--- src/hw/rtl/dss_pkg.sv ---
// dss_pkg: constants, codes and types shared by the dual stack block.
// Used by every module of the block and by its checker; depends on nothing.
package dss_pkg;

   localparam int SIZE   = 64;
   localparam int HALF   = SIZE / 2;
   localparam int ADDR_W = $clog2(SIZE);
   localparam int CNT_W  = 7;
   localparam int SUM_W  = CNT_W + 1;

   typedef logic [1:0]        status_type;
   typedef logic [CNT_W-1:0]  count_type;
   typedef logic [ADDR_W-1:0] addr_type;
   typedef logic [7:0]        byte_type;

   localparam status_type STS_OK        = 2'd0;
   localparam status_type STS_OVERFLOW  = 2'd1;
   localparam status_type STS_UNDERFLOW = 2'd2;

   localparam logic OP_POP  = 1'b0;
   localparam logic OP_PUSH = 1'b1;

   localparam logic SEL_FIRST  = 1'b0;
   localparam logic SEL_SECOND = 1'b1;

   localparam logic MODE_INTERLEAVED = 1'b0;
   localparam logic MODE_COLLIDING   = 1'b1;

   typedef struct packed {
      logic load;
      logic exec;
   } cmd_type;

endpackage

--- src/hw/rtl/dss_if.sv ---
// dss_req_if / dss_rsp_if: valid/ready channels for operation and result words.
// Depends on dss_pkg for the payload types.
interface dss_req_if import dss_pkg::*; ();
   logic     valid;
   logic     ready;
   logic     opcode;
   logic     stack_select;
   byte_type push_data;

   modport source (output valid, opcode, stack_select, push_data, input ready);
   modport sink   (input valid, opcode, stack_select, push_data, output ready);
endinterface

interface dss_rsp_if import dss_pkg::*; ();
   logic       valid;
   logic       ready;
   status_type status;
   byte_type   pop_data;
   count_type  depth_first;
   count_type  depth_second;

   modport source (output valid, status, pop_data, depth_first, depth_second,
                   input ready);
   modport sink   (input valid, status, pop_data, depth_first, depth_second,
                   output ready);
endinterface

--- src/hw/rtl/dual_stack_shared_memory.sv ---
// dual_stack_shared_memory: two byte stacks in one 64-entry memory.
// Depends on dss_pkg, dss_if, dss_ctrl and dss_dp.
//
// Usage:
//   req_bus carries one operation word: opcode (0 pop, 1 push), stack_select
//   and push_data. rsp_bus returns one result word per operation: status
//   (ok, overflow, underflow), pop_data and both stack depths after the
//   operation. csr_we/csr_wdata write the mode (0 interleaved even/odd
//   slots, 1 stacks growing toward each other); every write empties both
//   stacks. Write the mode only while no operation is outstanding.
//   Timing: a word is accepted in the idle state, the memory is read or
//   written in the next cycle, and the result is shown from the cycle
//   after that. One operation is in flight at a time: no new word is
//   accepted until the result has been taken.
//   A stalled result holds on rsp_bus until taken; req_ready stays low
//   meanwhile. Reset (synchronous, active high) empties both stacks,
//   selects interleaved mode and drops rsp valid; memory content is not
//   cleared and needs no clearing pass.
module dual_stack_shared_memory import dss_pkg::*; (
   input  logic      clock,
   input  logic      reset,
   input  logic      csr_we,
   input  logic      csr_wdata,
   dss_req_if.sink   req_bus,
   dss_rsp_if.source rsp_bus
);

   cmd_type cmd;

   dss_ctrl u_ctrl (
      .clock     (clock),
      .reset     (reset),
      .req_valid (req_bus.valid),
      .req_ready (req_bus.ready),
      .rsp_valid (rsp_bus.valid),
      .rsp_ready (rsp_bus.ready),
      .cmd       (cmd)
   );

   dss_dp u_dp (
      .clock        (clock),
      .reset        (reset),
      .cmd          (cmd),
      .csr_we       (csr_we),
      .csr_wdata    (csr_wdata),
      .opcode       (req_bus.opcode),
      .stack_select (req_bus.stack_select),
      .push_data    (req_bus.push_data),
      .status       (rsp_bus.status),
      .pop_data     (rsp_bus.pop_data),
      .depth_first  (rsp_bus.depth_first),
      .depth_second (rsp_bus.depth_second)
   );

endmodule

--- src/hw/rtl/dss_ctrl.sv ---
// dss_ctrl: sequencer for one word at a time: accept, execute, respond.
// Depends on dss_pkg for the command struct.
module dss_ctrl import dss_pkg::*; (
   input  logic    clock,
   input  logic    reset,
   input  logic    req_valid,
   output logic    req_ready,
   output logic    rsp_valid,
   input  logic    rsp_ready,
   output cmd_type cmd
);

   localparam logic [1:0] S_IDLE = 2'd0;
   localparam logic [1:0] S_EXEC = 2'd1;
   localparam logic [1:0] S_RESP = 2'd2;

   logic [1:0] state_ff;
   logic [1:0] state_in;

   always_comb begin
      state_in = state_ff;
      case (state_ff)
         S_IDLE: begin
            if (req_valid) state_in = S_EXEC;
         end
         S_EXEC: state_in = S_RESP;
         S_RESP: begin
            if (rsp_ready) state_in = S_IDLE;
         end
         default: state_in = S_IDLE;
      endcase
   end

   always_ff @(posedge clock) begin
      if (reset) begin
         state_ff <= S_IDLE;
      end else begin
         state_ff <= state_in;
      end
   end

   assign req_ready = (state_ff == S_IDLE);
   assign rsp_valid = (state_ff == S_RESP);
   assign cmd.load  = req_ready && req_valid;
   assign cmd.exec  = (state_ff == S_EXEC);

endmodule

--- src/hw/rtl/dss_dp.sv ---
// dss_dp: shared stack memory, depth counters, mode register and result word.
// Depends on dss_pkg; driven by commands from dss_ctrl.
module dss_dp import dss_pkg::*; (
   input  logic       clock,
   input  logic       reset,
   input  cmd_type    cmd,
   input  logic       csr_we,
   input  logic       csr_wdata,
   input  logic       opcode,
   input  logic       stack_select,
   input  byte_type   push_data,
   output status_type status,
   output byte_type   pop_data,
   output count_type  depth_first,
   output count_type  depth_second
);

   byte_type   mem [SIZE];

   logic       mode_ff;
   count_type  cnt_first_ff, cnt_first_in;
   count_type  cnt_second_ff, cnt_second_in;
   logic       op_ff;
   logic       sel_ff;
   byte_type   data_ff;
   status_type status_ff, status_in;
   logic       popok_ff;
   byte_type   rd_ff;

   count_type  cnt_sel;
   count_type  k;
   addr_type   slot;
   logic [SUM_W-1:0] sum;
   logic       full;
   logic       is_push;
   logic       wr_en;

   always_comb begin
      is_push = (op_ff == OP_PUSH);
      cnt_sel = (sel_ff == SEL_SECOND) ? cnt_second_ff : cnt_first_ff;
      sum     = SUM_W'(cnt_first_ff) + SUM_W'(cnt_second_ff);
      if (mode_ff == MODE_INTERLEAVED) begin
         full = (cnt_sel >= CNT_W'(HALF));
      end else begin
         full = (sum >= SUM_W'(SIZE));
      end
      k = is_push ? cnt_sel : cnt_sel - CNT_W'(1);
      if (mode_ff == MODE_INTERLEAVED) begin
         slot = ADDR_W'({k, sel_ff});
      end else if (sel_ff == SEL_SECOND) begin
         slot = ADDR_W'(CNT_W'(SIZE - 1) - k);
      end else begin
         slot = ADDR_W'(k);
      end
      if (is_push && full) begin
         status_in = STS_OVERFLOW;
      end else if (!is_push && (cnt_sel == '0)) begin
         status_in = STS_UNDERFLOW;
      end else begin
         status_in = STS_OK;
      end
      wr_en = cmd.exec && is_push && (status_in == STS_OK);

      cnt_first_in  = cnt_first_ff;
      cnt_second_in = cnt_second_ff;
      if (cmd.exec && (status_in == STS_OK)) begin
         if (sel_ff == SEL_SECOND) begin
            cnt_second_in = is_push ? cnt_second_ff + CNT_W'(1) : k;
         end else begin
            cnt_first_in = is_push ? cnt_first_ff + CNT_W'(1) : k;
         end
      end
   end

   always_ff @(posedge clock) begin
      if (wr_en) begin
         mem[slot] <= data_ff;
      end
      if (cmd.exec) begin
         rd_ff     <= mem[slot];
         status_ff <= status_in;
      end
      if (cmd.load) begin
         op_ff   <= opcode;
         sel_ff  <= stack_select;
         data_ff <= push_data;
      end
   end

   always_ff @(posedge clock) begin
      if (reset) begin
         mode_ff       <= MODE_INTERLEAVED;
         cnt_first_ff  <= '0;
         cnt_second_ff <= '0;
         popok_ff      <= 1'b0;
      end else if (csr_we) begin
         mode_ff       <= csr_wdata;
         cnt_first_ff  <= '0;
         cnt_second_ff <= '0;
      end else begin
         cnt_first_ff  <= cnt_first_in;
         cnt_second_ff <= cnt_second_in;
         if (cmd.exec) begin
            popok_ff <= !is_push && (status_in == STS_OK);
         end
      end
   end

   assign status       = status_ff;
   assign pop_data     = popok_ff ? rd_ff : '0;
   assign depth_first  = cnt_first_ff;
   assign depth_second = cnt_second_ff;

endmodule

--- src/flat_wrapper.sv ---
// flat-port wrapper written by rule: the top's interface ports become plain ports
module dual_stack_shared_memory_flat import dss_pkg::*;
  (clock, reset, csr_we, csr_wdata, req_bus_valid, req_bus_opcode, req_bus_stack_select, req_bus_push_data, req_bus_ready, rsp_bus_valid, rsp_bus_status, rsp_bus_pop_data, rsp_bus_depth_first, rsp_bus_depth_second, rsp_bus_ready);
  dss_req_if req_bus_i ();
  dss_rsp_if rsp_bus_i ();
  input  logic clock;
  input  logic reset;
  input  logic csr_we;
  input  logic csr_wdata;
  input wire logic [$bits(req_bus_i.valid)-1:0] req_bus_valid;
  input wire logic [$bits(req_bus_i.opcode)-1:0] req_bus_opcode;
  input wire logic [$bits(req_bus_i.stack_select)-1:0] req_bus_stack_select;
  input wire logic [$bits(req_bus_i.push_data)-1:0] req_bus_push_data;
  output wire logic [$bits(req_bus_i.ready)-1:0] req_bus_ready;
  output wire logic [$bits(rsp_bus_i.valid)-1:0] rsp_bus_valid;
  output wire logic [$bits(rsp_bus_i.status)-1:0] rsp_bus_status;
  output wire logic [$bits(rsp_bus_i.pop_data)-1:0] rsp_bus_pop_data;
  output wire logic [$bits(rsp_bus_i.depth_first)-1:0] rsp_bus_depth_first;
  output wire logic [$bits(rsp_bus_i.depth_second)-1:0] rsp_bus_depth_second;
  input wire logic [$bits(rsp_bus_i.ready)-1:0] rsp_bus_ready;
  assign req_bus_i.valid = req_bus_valid;
  assign req_bus_i.opcode = req_bus_opcode;
  assign req_bus_i.stack_select = req_bus_stack_select;
  assign req_bus_i.push_data = req_bus_push_data;
  assign req_bus_ready = req_bus_i.ready;
  assign rsp_bus_valid = rsp_bus_i.valid;
  assign rsp_bus_status = rsp_bus_i.status;
  assign rsp_bus_pop_data = rsp_bus_i.pop_data;
  assign rsp_bus_depth_first = rsp_bus_i.depth_first;
  assign rsp_bus_depth_second = rsp_bus_i.depth_second;
  assign rsp_bus_i.ready = rsp_bus_ready;
  dual_stack_shared_memory u_core (.clock(clock), .reset(reset), .csr_we(csr_we), .csr_wdata(csr_wdata), .req_bus(req_bus_i), .rsp_bus(rsp_bus_i));
endmodule
--- config.mk ---
export PLATFORM = sky130hd
export DESIGN_NAME = dual_stack_shared_memory_flat
export DESIGN_NICKNAME = d
export VERILOG_FILES = /design/src/hw/rtl/dss_pkg.sv /design/src/hw/rtl/dss_if.sv /design/src/hw/rtl/dual_stack_shared_memory.sv /design/src/hw/rtl/dss_ctrl.sv /design/src/hw/rtl/dss_dp.sv /design/src/flat_wrapper.sv
export SDC_FILE = /design/constraint.sdc
export NUM_CORES = 1
export LEC_CHECK = 0
export ABC_AREA = 1
export BUFFER_PORTS_ARGS = -buffer_cell sky130_fd_sc_hd__buf_2
export CAP_MARGIN = 10
export CORE_ASPECT_RATIO = 1.4
export CORE_MARGIN = 2
export CORE_UTILIZATION = 65
export CTS_CLUSTER_SIZE = 14
export DETAILED_ROUTE_END_ITERATION = 12
export PLACE_DENSITY = 0.82
export REMOVE_ABC_BUFFERS = 1
export SYNTH_ARGS = -nofsm -noshare
export SYNTH_HDL_FRONTEND = slang
export SYNTH_SLANG_ARGS = --single-unit
--- constraint.sdc ---
create_clock -name clock -period 8.47 [get_ports clock]
set_input_delay 0.4235 -clock clock [delete_from_list [all_inputs] [get_ports clock]]
set_output_delay 0.4235 -clock clock [all_outputs]
set_load 0.1 [all_outputs]
==> results.cfg, run 1 <==
[global_routing]
grt_overflow = 0
grt_pass1_wl_mm = 87.4
grt_pass1_vias = 16200
antenna_found_initial = 1
grtUsageMet1_pct = 37.3
busiest_layer = met2
track_usage_pct = 30.8
grt_max_degree = 104
gr-usage-met2_pct = 52.0
use_met3_pct = 4.66

[cells_and_area]
fin_util_pct = 70.9
fin_nets = 2286
syn2layout_area_growth_pct = 7.78
fin_area_mm2 = 0.0253
drive_gt1_share_pct = 6.77

[run]
drv_cap = 0

[placed_design]
place_hpwl_mm = 34.6
gp_congestion = 0.934
port_buffers = 41
dpl_cell_area_mm2 = 0.0239

[timing]
tightest_slew_ns = 1.13
rsz0062_at_grt = no
setup_viol = 0
fmaxAchievable_mhz = 174
layout_min_cycle_time_ns = 5.76
final_hold_viol_count = 0
finalMaxSlewViolations = 0
worst_hold_slack_ns = 0.0344
period_share_pct = 68.0
skew_ns = 0.0276
slew_headroom_pct = 24.5
fin_tns_setup_ns = 0

[drt]
ant_nets = 0
drt_iter0_drc = 2237
vias = 16500
vias_per_cell = 6.01
drtPass1Iterations = 6
post_drt_wl_per_cell_um = 20.8
drc = 0
wirelength_mm = 57.2

[floorplan]
die_w_um = 165
std_cell_rows = 82
core_mm2 = 0.0357
die_h_um = 229
start_util_pct = 65.8
boundaryPins = 42
die-area_mm2 = 0.0377

[logic_synthesis]
syn_avg_cell_area_um2 = 10.4
syn_inst = 2248
yosysTopAreaCellShare_pct = 68.0
syn_area_mm2 = 0.0235
yosys-top-cells-area = edfxtp_1 68%, nand2_1 18%, nor2_1 2.1%, buf_2 1.6%, nand4_1 1.5%
synth_common_cells = 1,150 x nand2_1, 532 x edfxtp_1, 129 x nor2_1
synth_most_common_cell = nand2_1
yosys.area.top_type = edfxtp_1
synth_seq_area_share_pct = 69.5
ys_async_sr_fraction_pct = 0
synth-main-ff-cell = edfxtp_1
ys_ff_latch = 550
ys_types = 35
synth_edf_count = 532
yosysWarnings = 0

[clock_network]
cts_tree = done
clock_path_buffers = 3
numCtsBuffers = 48
worstSkewPairLatency_ns = 0.57
holdBufCountCts = 0
clock_sinks = 550
h-tree-depth = 2
clk_pin_slew_ns = 0.06
ctsResizeCount = 0
cts_root_buffer = clkbuf_16
post_cts_buffers = 0

[critical_path]
worst_path_max_delay_cell = nand2_8
crit_required_ns = 8.66
crit_path_frequent_cell = nand2_1
critPathKind = flop to flop
critPathCaptureType = flop
cp_cell_sequence = inv_2, nand2_1, nand2_1, nand2_1, nand4_1, nand2_8, buf_4, nand3_2, nor2_1
crit_arrival_ns = 5.95
startpoint_type = flop
rrSetupSlack_ns = 2.71
crit_fanout = 95
slowest_delay_ns = 0.90

[hold_path]
hp-class = primary input to flop

[run_status]
status = complete, no violations

[power]
p_leak_nw = 9.92
ir_drop_v = 0.000153
powerDensity_mw_per_mm2 = 223
[layout by cell type (no fill, tap or decap), types with 2 or more instances in the layout]
master,Yosys,layout
a211oi_1,3,3
a21oi_1,48,48
buf_2,73,41
buf_4,11,17
clkbuf_1,10,11
clkbuf_16,0,49
clkinv_1,0,11
clkinv_2,0,5
dfxtp_1,18,18
edfxtp_1,532,532
ha_1,10,10
inv_1,57,57
inv_2,8,7
inv_6,0,3
nand2_1,1150,1150
nand2_2,7,6
nand3_1,63,63
nand3_2,9,9
nand4_1,58,58
nor2_1,129,128
nor2_2,4,2
nor2_4,4,7
nor3_1,11,11
o21ai_0,22,22
o21ai_1,2,2
o21ai_2,2,2
xor2_1,4,4
[metal layers]
layer  up-vias  part of all wire, %
met1      7721                   34
met4         0                  6.2
met3       231                  9.4
met2      1059                   50
met5         -                    0
li1       7518                    -
[worst max-delay path, delay by kind of cell (launching register included)]
kind                   cells  cell delay, ns
and+or+nand+nor            7            3.42
buffers and inverters      2            0.97
DFF                        1            0.89
[state kept, by name, indices dropped and copies added (netlist names)]
register	flops
u_core.u_dp.depth_second	7
u_core.u_dp.status	2
u_core.u_dp.depth_first	7
u_core.u_ctrl.state_ff	2
u_core.u_dp.data_ff	8
u_core.u_dp.popok_ff	1
u_core.u_dp.mem	512
u_core.u_dp.is_push	1
u_core.u_dp.sel_ff	1
u_core.u_dp.rd_ff	8
u_core.u_dp.mode_ff	1
[logic make-up after synthesis]
logic type	Yosys count	synth area share, %
adder cells (fa/ha/maj)	11	0.618
buffers and inverters	162	3.19
AND/OR/NAND/NOR	1441	24.7
AO/OA/AOI/OAI	79	1.77
XOR/XNOR	5	0.186
flip-flops	550	69.5
[layout make-up]
cell class / count / area [µm²]
well taps: 462 / 578
clock buffers: 60 / 1270
fillers: 2378 / 10400
diodes: 1 / 2.50
flip-flops and latches: 550 / 16300
clock inverters: 19 / 114
inverters: 65 / 249
multi-input cells: 1536 / 6440
repair buffers: 58 / 333
[path summary, 6_finish.rpt]
path                                                start  cells after the start                   endpoint
worst min-delay path                 req_bus_push_data[0]                      1     u_core.u_dp.data_ff[0]
worst max-delay path                   u_core.u_dp.sel_ff                      9     u_core.u_dp.mem[44][1]
worst max register to register         u_core.u_dp.sel_ff                      9     u_core.u_dp.mem[44][1]
worst min register to register  u_core.u_ctrl.state_ff[0]                      1  u_core.u_ctrl.state_ff[0]
[per-stage QoR]
step,cells,total power [mW],setup slack [ns]
finish,2751,5.65,2.71
floorplan,2151,3.49,0.566
CTS,2750,5.64,2.91
global route,2750,5.81,2.40
global placement,2671,3.68,3.03
detailed placement,2671,3.69,2.90
[where the power goes]
part	total, mW	switching, mW	internal [mW]	leakage (nW)
registers	3.02	0.0121	3.01	4.94
logic	0.629	0.490	0.138	4.30
clock network	2.00	0.915	1.08	0.677
Note: power is estimated with default switching activity, not from simulation.
==> run 2, diff against run 1 <==
Settings changed: CORE_UTILIZATION 65 to 57, PLACE_DENSITY 0.82 to 0.76.
Clock period 8.47 ns to 5.03 ns, I/O delays scaled along.
==> run 2 against run 1 <==
Effect of this change: total power grew 74%; largest power group unchanged; non-clock buffer count grew 80; register-to-register slack lost 1.9 ns; clock skew shrank 0.0080 ns; fmax grew 38%; highest routed layer unchanged; critical endpoint is now u_core.u_dp.mem[45][5]; sequential cell count is the same; critical path type unchanged; clock power grew 82%; via count is essentially flat; core utilization shrank 6.8 points.
==> results.cfg, run 2 (synthesized netlist as in run 1, its figures left out) <==
[run_status]
status = complete, no violations

[clock_network]
clock_sinks = 550
cts_root_buffer = clkbuf_16
numCtsBuffers = 49
worstSkewPairLatency_ns = 0.58
ctsResizeCount = 0
h-tree-depth = 2
clock_path_buffers = 3
clk_pin_slew_ns = 0.08
cts_tree = done

[power]
ir_drop_v = 0.000213
power_switching_mw = 2.42
powerDensity_mw_per_mm2 = 374
p_total_mw = 9.82
switching_share_pct = 24.7
p_leak_nw = 10.4
internal_power_mw = 7.40
pwr-share-seq_pct = 51.8
combPwrFrac_pct = 11.2
pwr-share-clk_pct = 37.0

[timing]
period_share_pct = 83.3
setup_viol = 0
skew_ns = 0.0196
final_hold_viol_count = 0
fmaxAchievable_mhz = 239
layout_min_cycle_time_ns = 4.19
worst_hold_slack_ns = 0.281
slew_headroom_pct = 15.9
fin_ws_ns = 0.842
rsz0062_at_grt = no
fin_tns_setup_ns = 0
finalMaxSlewViolations = 0
tightest_slew_ns = 1.26

[critical_path]
startpoint_type = flop
r2r-end = u_core.u_dp.mem[45][5]
crit_arrival_ns = 4.47
critPathCaptureType = flop
crit_fanout = 16
reg2reg_depth = 15
crit_required_ns = 5.31
rrSetupSlack_ns = 0.84
critPathKind = flop to flop
timing.rr.start = u_core.u_dp.sel_ff

[cells_and_area]
reg.largest.list = u_core.u_dp.mem x512, u_core.u_dp.data_ff x8, u_core.u_dp.rd_ff x8
fin_nets = 2367
antenna_cells = 0
syn2layout_area_growth_pct = 11.7
largest_register_ffs = 512
most-common-layout-cells = 1,150 x nand2_1, 532 x edfxtp_1, 128 x nor2_1
layout_commonest_cell = nand2_1
top_register = u_core.u_dp.mem
drive_gt1_share_pct = 9.49
fin_util_pct = 64.1

[global_routing]
grt_pass1_wl_mm = 90.8
track_usage_pct = 27.8
grt_overflow = 0
grtUsageMet1_pct = 33.4
busiest_layer = met2
gr-usage-met2_pct = 48.9
use_met3_pct = 3.45
grt_max_degree = 75
antenna_found_initial = 0
grt_pass1_vias = 16200

[floorplan]
die-area_mm2 = 0.0429
boundaryPins = 42
die_w_um = 176
die_h_um = 244
std_cell_rows = 88
start_util_pct = 57.3
core_mm2 = 0.0410

[hold_path]
min_from = req_bus_valid
holdPathStages = 4
hp-class = primary input to flop
min_to = u_core.u_dp.data_ff[2]

[placed_design]
port_buffers = 41
gp_congestion = 0.956
place_hpwl_mm = 37.1
preCtsSetupSlack_ns = 0.966

[drt]
vias_per_cell = 5.68
wirelength_mm = 59.4
ant_nets = 0
drtPass1Iterations = 8
drc = 0
vias = 16500
post_drt_wl_per_cell_um = 20.4
drt_iter0_drc = 1783

[run]
drv_cap = 0
## run 2: changes by cell type in the layout (fill, tap and decap cells not counted), sizes merged
cell,previous run,this run
buf,58,123
bufinv,1,4
clkbuf,60,70
clkinv,16,9
diode,1,0
dlygate4sd3,0,15
inv,67,65
## run 2: layout make-up
cell class / instances / area [µm²]
Inverter: 65 / 249
Multi-Input combinational cell: 1536 / 6440
Fill cell: 3085 / 14700
Clock buffer: 70 / 1360
Tap cell: 540 / 676
Clock inverter: 13 / 171
Timing Repair Buffer: 138 / 1020
Sequential cell: 550 / 16300
## run 2: power groups by stage
stage	Sequential (mW)	Clock [mW]	Combinational [mW]
finish	5.09	3.63	1.10
global placement	5.19	0	1.05
CTS	5.09	3.67	1.08
detailed placement	5.19	0	1.07
floorplan	5.24	0	0.633
global route	5.09	3.83	1.19
## run 2: timing repair
item | 4_1_cts | 5_1_grt
endpoints found under the hold margin | 14 | 0
hold buffers | 15 | 0
buffers inserted | 0 | 0
endpoints found under the setup margin | 0 | 0
## run 2: how the worst max path moves through the flow
stage / from / endpoint / cells after the start
floorplan: u_core.u_dp.depth_second[0] / u_core.u_dp.rd_ff[6] / 13
global placement: u_core.u_dp.sel_ff / u_core.u_dp.mem[45][5] / 15
detailed placement: u_core.u_dp.sel_ff / u_core.u_dp.mem[45][2] / 15
CTS: u_core.u_dp.sel_ff / u_core.u_dp.mem[45][2] / 15
global route: u_core.u_dp.sel_ff / u_core.u_dp.mem[45][1] / 15
finish: u_core.u_dp.sel_ff / u_core.u_dp.mem[45][5] / 15
## run 2: metrics by stage
step / std cells / instance area [µm²]
finish: 2912 / 26200
global route: 2912 / 26200
CTS: 2912 / 26200
detailed placement: 2814 / 24600
global placement: 2814 / 24600
floorplan: 2151 / 23000
## run 2: worst max-delay path: stages, from the launching register on
cell	delay, ns
edfxtp_1	0.56
inv_2	0.29
nand2_1	0.13
nand2_1	0.11
inv_1	0.05
ha_1	0.21
nand2_1	0.10
inv_1	0.07
nand2_1	0.11
nand2_1	0.10
inv_1	0.10
nand2_1	0.05
nand2_1	0.59
nand4_2	0.73
nor2_1	0.44
buf_4	0.24
## run 2: layer usage
layer / up-vias / wire length (µm)
li1: 7661 / -
met1: 7888 / 21600
met2: 818 / 30300
met3: 175 / 4350
met4: 0 / 3180
met5: - / 0
